===== config.mk =====
export PLATFORM = sky130hd
export DESIGN_NAME = rss_ctrl
export DESIGN_NICKNAME = d
export VERILOG_FILES = /design/src/hw/rtl/rss_pkg.sv /design/src/hw/rtl/rss_ctrl.sv
export SDC_FILE = /design/constraint.sdc
export NUM_CORES = 1
export LEC_CHECK = 0
export CAP_MARGIN = 20
export CORE_AREA = 3 3 40 42
export CTS_BUF_LIST = sky130_fd_sc_hd__clkbuf_8 sky130_fd_sc_hd__clkbuf_16
export CTS_CLUSTER_SIZE = 20
export DETAILED_ROUTE_END_ITERATION = 6
export DIE_AREA = 0 0 43 45
export DONT_BUFFER_PORTS = 1
export SKIP_CTS_REPAIR_TIMING = 1
export SYNTH_ARGS = -nofsm -noshare
export SYNTH_HDL_FRONTEND = slang
export SYNTH_SLANG_ARGS = --single-unit

===== constraint.sdc =====
create_clock -name clk -period 1.36 [get_ports clk]
set_input_delay 0.068 -clock clk [delete_from_list [all_inputs] [get_ports clk]]
set_output_delay 0.068 -clock clk [all_outputs]
set_load 0.01 [all_outputs]

===== src/hw/rtl/rss_pkg.sv =====
// Shared types, constants and helpers for the record sort-by-name block.
// No dependencies; compiled before every other file.
package rss_pkg;

  localparam int KEY_BYTES_MAX = 32;
  localparam int KEY_BITS      = 8 * KEY_BYTES_MAX;
  localparam int RANK_W        = 5;

  typedef struct packed {
    logic signed [31:0] student_id;
    logic signed [31:0] study_year;
    logic [63:0]        key_word_0;
    logic [63:0]        key_word_1;
    logic [63:0]        key_word_2;
    logic [63:0]        key_word_3;
    logic               final_record;
  } in_item_t;

  typedef struct packed {
    logic signed [31:0] out_id;
    logic signed [31:0] out_year;
    logic [63:0]        out_key_0;
    logic [63:0]        out_key_1;
    logic [63:0]        out_key_2;
    logic [63:0]        out_key_3;
    logic [RANK_W-1:0]  sorted_rank;
    logic               run_end;
    logic               dropped_flag;
  } out_item_t;

  // Stored record; key byte 0 sits in the most significant byte.
  typedef struct packed {
    logic signed [31:0]  id;
    logic signed [31:0]  year;
    logic [KEY_BITS-1:0] key;
  } rec_t;

  // Controller to datapath commands, at most one per cycle.
  typedef struct packed {
    logic load;
    logic rd_i;
    logic cap_i;
    logic scan;
    logic swap_a;
    logic swap_b;
    logic emit_rd;
    logic emit_cap;
    logic clear;
  } rss_cmd_t;

  typedef struct packed {
    logic pass_more;
    logic scan_more;
    logic emit_done;
  } rss_status_t;

  // Clear every byte after the first zero byte, so a plain unsigned compare
  // of two cleaned keys orders them as a string compare does.
  function automatic logic [KEY_BITS-1:0] key_clean(input logic [KEY_BITS-1:0] key);
    logic [KEY_BYTES_MAX-1:0] nz;
    logic [KEY_BYTES_MAX-1:0] lower;
    logic [KEY_BITS-1:0]      res;
    logic                     keep;
    for (int b = 0; b < KEY_BYTES_MAX; b++) begin
      nz[b] = |key[KEY_BITS-1-8*b -: 8];
    end
    for (int b = 0; b < KEY_BYTES_MAX; b++) begin
      lower = ~({KEY_BYTES_MAX{1'b1}} << b);
      keep  = &(nz | ~lower);
      res[KEY_BITS-1-8*b -: 8] = keep ? key[KEY_BITS-1-8*b -: 8] : 8'h00;
    end
    return res;
  endfunction

endpackage


===== src/hw/rtl/rss_ctrl.sv =====
// Sequencer for load, selection-sort passes and emission.
// Uses rss_pkg command and status types; drives the rss_dpath datapath.
module rss_ctrl
  import rss_pkg::*;
(
  input  logic        clk,
  input  logic        rst_n,
  input  logic        in_valid,
  input  logic        in_final,
  output logic        in_ready,
  output logic        out_valid,
  input  logic        out_ready,
  input  rss_status_t status,
  output rss_cmd_t    cmd
);

  localparam logic [2:0] ST_LOAD     = 3'd0;
  localparam logic [2:0] ST_CHECK    = 3'd1;
  localparam logic [2:0] ST_CAP_I    = 3'd2;
  localparam logic [2:0] ST_SCAN     = 3'd3;
  localparam logic [2:0] ST_SWAP_A   = 3'd4;
  localparam logic [2:0] ST_SWAP_B   = 3'd5;
  localparam logic [2:0] ST_EMIT_CAP = 3'd6;
  localparam logic [2:0] ST_EMIT_OUT = 3'd7;

  logic [2:0] state_r;
  logic [2:0] state_nxt;

  always_ff @(posedge clk) begin
    if (!rst_n) begin
      state_r <= ST_LOAD;
    end else begin
      state_r <= state_nxt;
    end
  end

  assign in_ready  = (state_r == ST_LOAD);
  assign out_valid = (state_r == ST_EMIT_OUT);

  always_comb begin
    state_nxt = state_r;
    cmd       = '0;
    case (state_r)
      ST_LOAD: begin
        if (in_valid) begin
          cmd.load = 1'b1;
          if (in_final) begin
            state_nxt = ST_CHECK;
          end
        end
      end
      ST_CHECK: begin
        if (status.pass_more) begin
          cmd.rd_i  = 1'b1;
          state_nxt = ST_CAP_I;
        end else begin
          cmd.emit_rd = 1'b1;
          state_nxt   = ST_EMIT_CAP;
        end
      end
      ST_CAP_I: begin
        cmd.cap_i = 1'b1;
        state_nxt = ST_SCAN;
      end
      ST_SCAN: begin
        cmd.scan = 1'b1;
        // last compare of the pass when no further read is pending
        if (!status.scan_more) begin
          state_nxt = ST_SWAP_A;
        end
      end
      ST_SWAP_A: begin
        cmd.swap_a = 1'b1;
        state_nxt  = ST_SWAP_B;
      end
      ST_SWAP_B: begin
        cmd.swap_b = 1'b1;
        state_nxt  = ST_CHECK;
      end
      ST_EMIT_CAP: begin
        cmd.emit_cap = 1'b1;
        state_nxt    = ST_EMIT_OUT;
      end
      ST_EMIT_OUT: begin
        if (out_ready) begin
          if (status.emit_done) begin
            cmd.clear = 1'b1;
            state_nxt = ST_LOAD;
          end else begin
            cmd.emit_rd = 1'b1;
            state_nxt   = ST_EMIT_CAP;
          end
        end
      end
      default: begin
        state_nxt = ST_LOAD;
      end
    endcase
  end

endmodule


==> results.py <==
metrics = {
    "floorplan": {
        "ioPinCount": 19,
        "rows": 13,
        "core_area_um2": 1280,
        "start_util_pct": 26.0,
        "die_area_um2": 1940,
        "die_w_um": 43,
        "die-height_um": 45,
    },
    "synthesis": {
        "async_flop_share_pct": 0,
        "synthFlopType": "dfxtp_1",
        "ys_seq_area_share_pct": 18.0,
        "synth_area_um2": 334,
        "synth_nets": 50,
        "synth_seq_cells": 3,
        "yosysUniqueCellTypes": 26,
        "synth_edf_count": 0,
        "yosys_warnings": 0,
        "syn_area_per_cell_um2": 7.95,
        "netlist_instances": 42,
    },
    "sta": {
        "setup_viol": 0,
        "timing.hold.ws_ns": 0.0298,
        "drv_slew": 0,
        "period_share_pct": 93.2,
        "fin_crit_ns": 1.27,
        "slew_headroom_pct": 73.4,
        "fin_tns_setup_ns": 0,
        "fin_skew_ns": 0.000113,
        "grt_setup_unrepaired": "false",
        "worst_slack_ns": 0.0922,
        "tightest_slew_ns": 0.399,
        "hold_viol": 0,
        "fmax_ghz": 0.789,
    },
    "grt": {
        "grtUsageMet1_pct": 12.2,
        "grt_antenna_before_repair": 0,
        "grt_pass1_vias": 277,
        "overflow": 0,
        "gr-usage-met3_pct": 5.58,
        "met2_usage_pct": 10.8,
        "grt_max_degree": 19,
        "grt_usage_pct": 9.64,
        "grt_most_used_layer": "met1",
        "grt_pass1_wl_um": 1300,
    },
    "final_layout": {
        "num_antenna_cells": 0,
        "layout_common_cells": "4 x and3_1, 3 x nor3b_1, 3 x nand2_1, 3 x clkbuf_8, 3 x dfxtp_2",
        "post-route-util_pct": 31.2,
        "top_regs": "state_r (3)",
        "final_common_cell": "and3_1",
        "largest_reg_flops": 3,
        "stdcell_count": 61,
        "areaGrowthSynthToFinish_pct": 19.9,
        "fillers": 143,
        "drive_gt1_share_pct": 26.1,
        "final_nets": 55,
        "top_register": "state_r",
        "fin_area_um2": 400,
    },
    "critical_path": {
        "crit_family": "flip-flops",
        "worstPathArrival_ns": 1.20,
        "worst_setup_path_start_kind": "flip-flop",
        "cp-end-kind": "primary output",
        "r2r_cells": 3,
        "path_cells": "and3_1 > and3_1",
        "crit_path_max_fanout": 18,
        "reg2reg_to": "state_r[1]$_SDFFE_PN0P_",
        "r2r_setup_slack_ns": 0.28,
        "slowest_stage": "dfxtp_2",
        "crit_buf_inv": 0,
        "r2r-start": "state_r[2]$_SDFFE_PN0P_",
        "path_common_cell": "and3_1",
        "timing_worst_setup_path_type": "reg -> out",
        "required_ns": 1.29,
        "max_stage_delay_ns": 0.49,
    },
    "worst_hold_path": {
        "min_to": "state_r[2]$_SDFFE_PN0P_",
        "worstHoldPathType": "in -> reg",
        "hold_path_startpoint": "rst_n",
        "min_path_cells": 2,
    },
    "routing": {
        "vias": 310,
        "wl_um": 838,
        "drc": 0,
        "dr.pass1.iters": 4,
        "antenna_left": 0,
        "via_per_inst": 5.08,
        "wl_per_cell_um": 13.7,
        "drt-initial-drc-count": 2,
    },
    "clock_network": {
        "clk_latency_ns": 0.21,
        "cts.sinks": 3,
        "cts-htree-levels": 1,
        "path_clk_slew_ns": 0.03,
        "cts_tree": "done",
        "numCtsBuffers": 3,
        "root_buffer": "clkbuf_8",
        "clockBufferDepth": 2,
    },
    "power": {
        "max-vdd-ir-drop_mv": 0.529,
        "p_leak_nw": 0.175,
        "totalPowerFinal_uw": 686,
        "powerDensity_nw_per_um2": 1710,
    },
    "placed_design": {
        "numPortBuffers": 0,
        "dp_cells": 56,
        "hpwl_um": 596,
        "placed_area_um2": 342,
        "gp_congestion": 0.812,
        "dp_slack_ns": 0.0902,
    },
    "outcome": {
        "status": "complete, no violations",
    },
    "job": {
        "drv_cap": 0,
    },
}
## metal layers
| metal | wire, µm | vias to the layer above |
|---|---|---|
| met5 | 0 | - |
| met4 | 0 | 0 |
| met3 | 117 | 0 |
| met2 | 312 | 16 |
| met1 | 408 | 135 |
| li1 | - | 159 |
## synth_stat cells (all sizes together), types with 2 or more instances
library cell  number  area share, %
and3b              2            5.2
nor3b              3            6.7
and3               4            7.5
nor3               2            4.5
and2               2            3.7
a21boi             2            4.5
buf                3            7.9
nor2b              2            3.7
dfxtp              3             18
nand2              3            3.4
o21ai              3            4.5
nand2b             2            3.7
## logic make-up (layout without fill, tap and decap cells)
family,count (synthesis),count (layout),synth area share (%)
and+or+nand+nor,25,25,48.3
buffers and inverters,4,8,8.99
DFF,3,3,18.0
AOI/OAI and AO/OA,10,10,24.7
## area by class of cell
class	count	area, µm²	share of cell area, %
tap	15	18.8	4.69
timing repair buffer	3	25.0	6.25
sequential	3	63.8	15.9
inverter	1	3.75	0.938
clock inverter	1	3.75	0.938
clock buffer	3	41.3	10.3
multi-input combinational	35	244	60.9
## power breakdown
part / total (mW) / leakage [nW] / switching [mW] / internal [mW]
Combinational: 0.219 / 0.123 / 0.102 / 0.117
Sequential: 0.220 / 0.0258 / 0.100 / 0.120
Clock: 0.247 / 0.0269 / 0.0549 / 0.192
Total: 0.686 / 0.175 / 0.257 / 0.429
## worst register-to-register path: stages (launching register included)
cell and delay (ns):
dfxtp_2 0.49, and2b_1 0.24, o21ai_0 0.14, a41oi_1 0.06
## how the worst max path moves through the flow
stage	startpoint	end	slack, ns	cells after the start
finish	state_r[2]$_SDFFE_PN0P_	cmd[0]	0.09	2
global route	state_r[2]$_SDFFE_PN0P_	cmd[0]	0.03	2
CTS	state_r[2]$_SDFFE_PN0P_	cmd[0]	-0.11	2
detailed placement	state_r[2]$_SDFFE_PN0P_	state_r[1]$_SDFFE_PN0P_	0.09	3
global placement	state_r[2]$_SDFFE_PN0P_	cmd[0]	0.14	2
floorplan	state_r[1]$_SDFFE_PN0P_	state_r[0]$_SDFFE_PN0P_	0.37	3
Note: power is estimated with default switching activity, not from simulation.
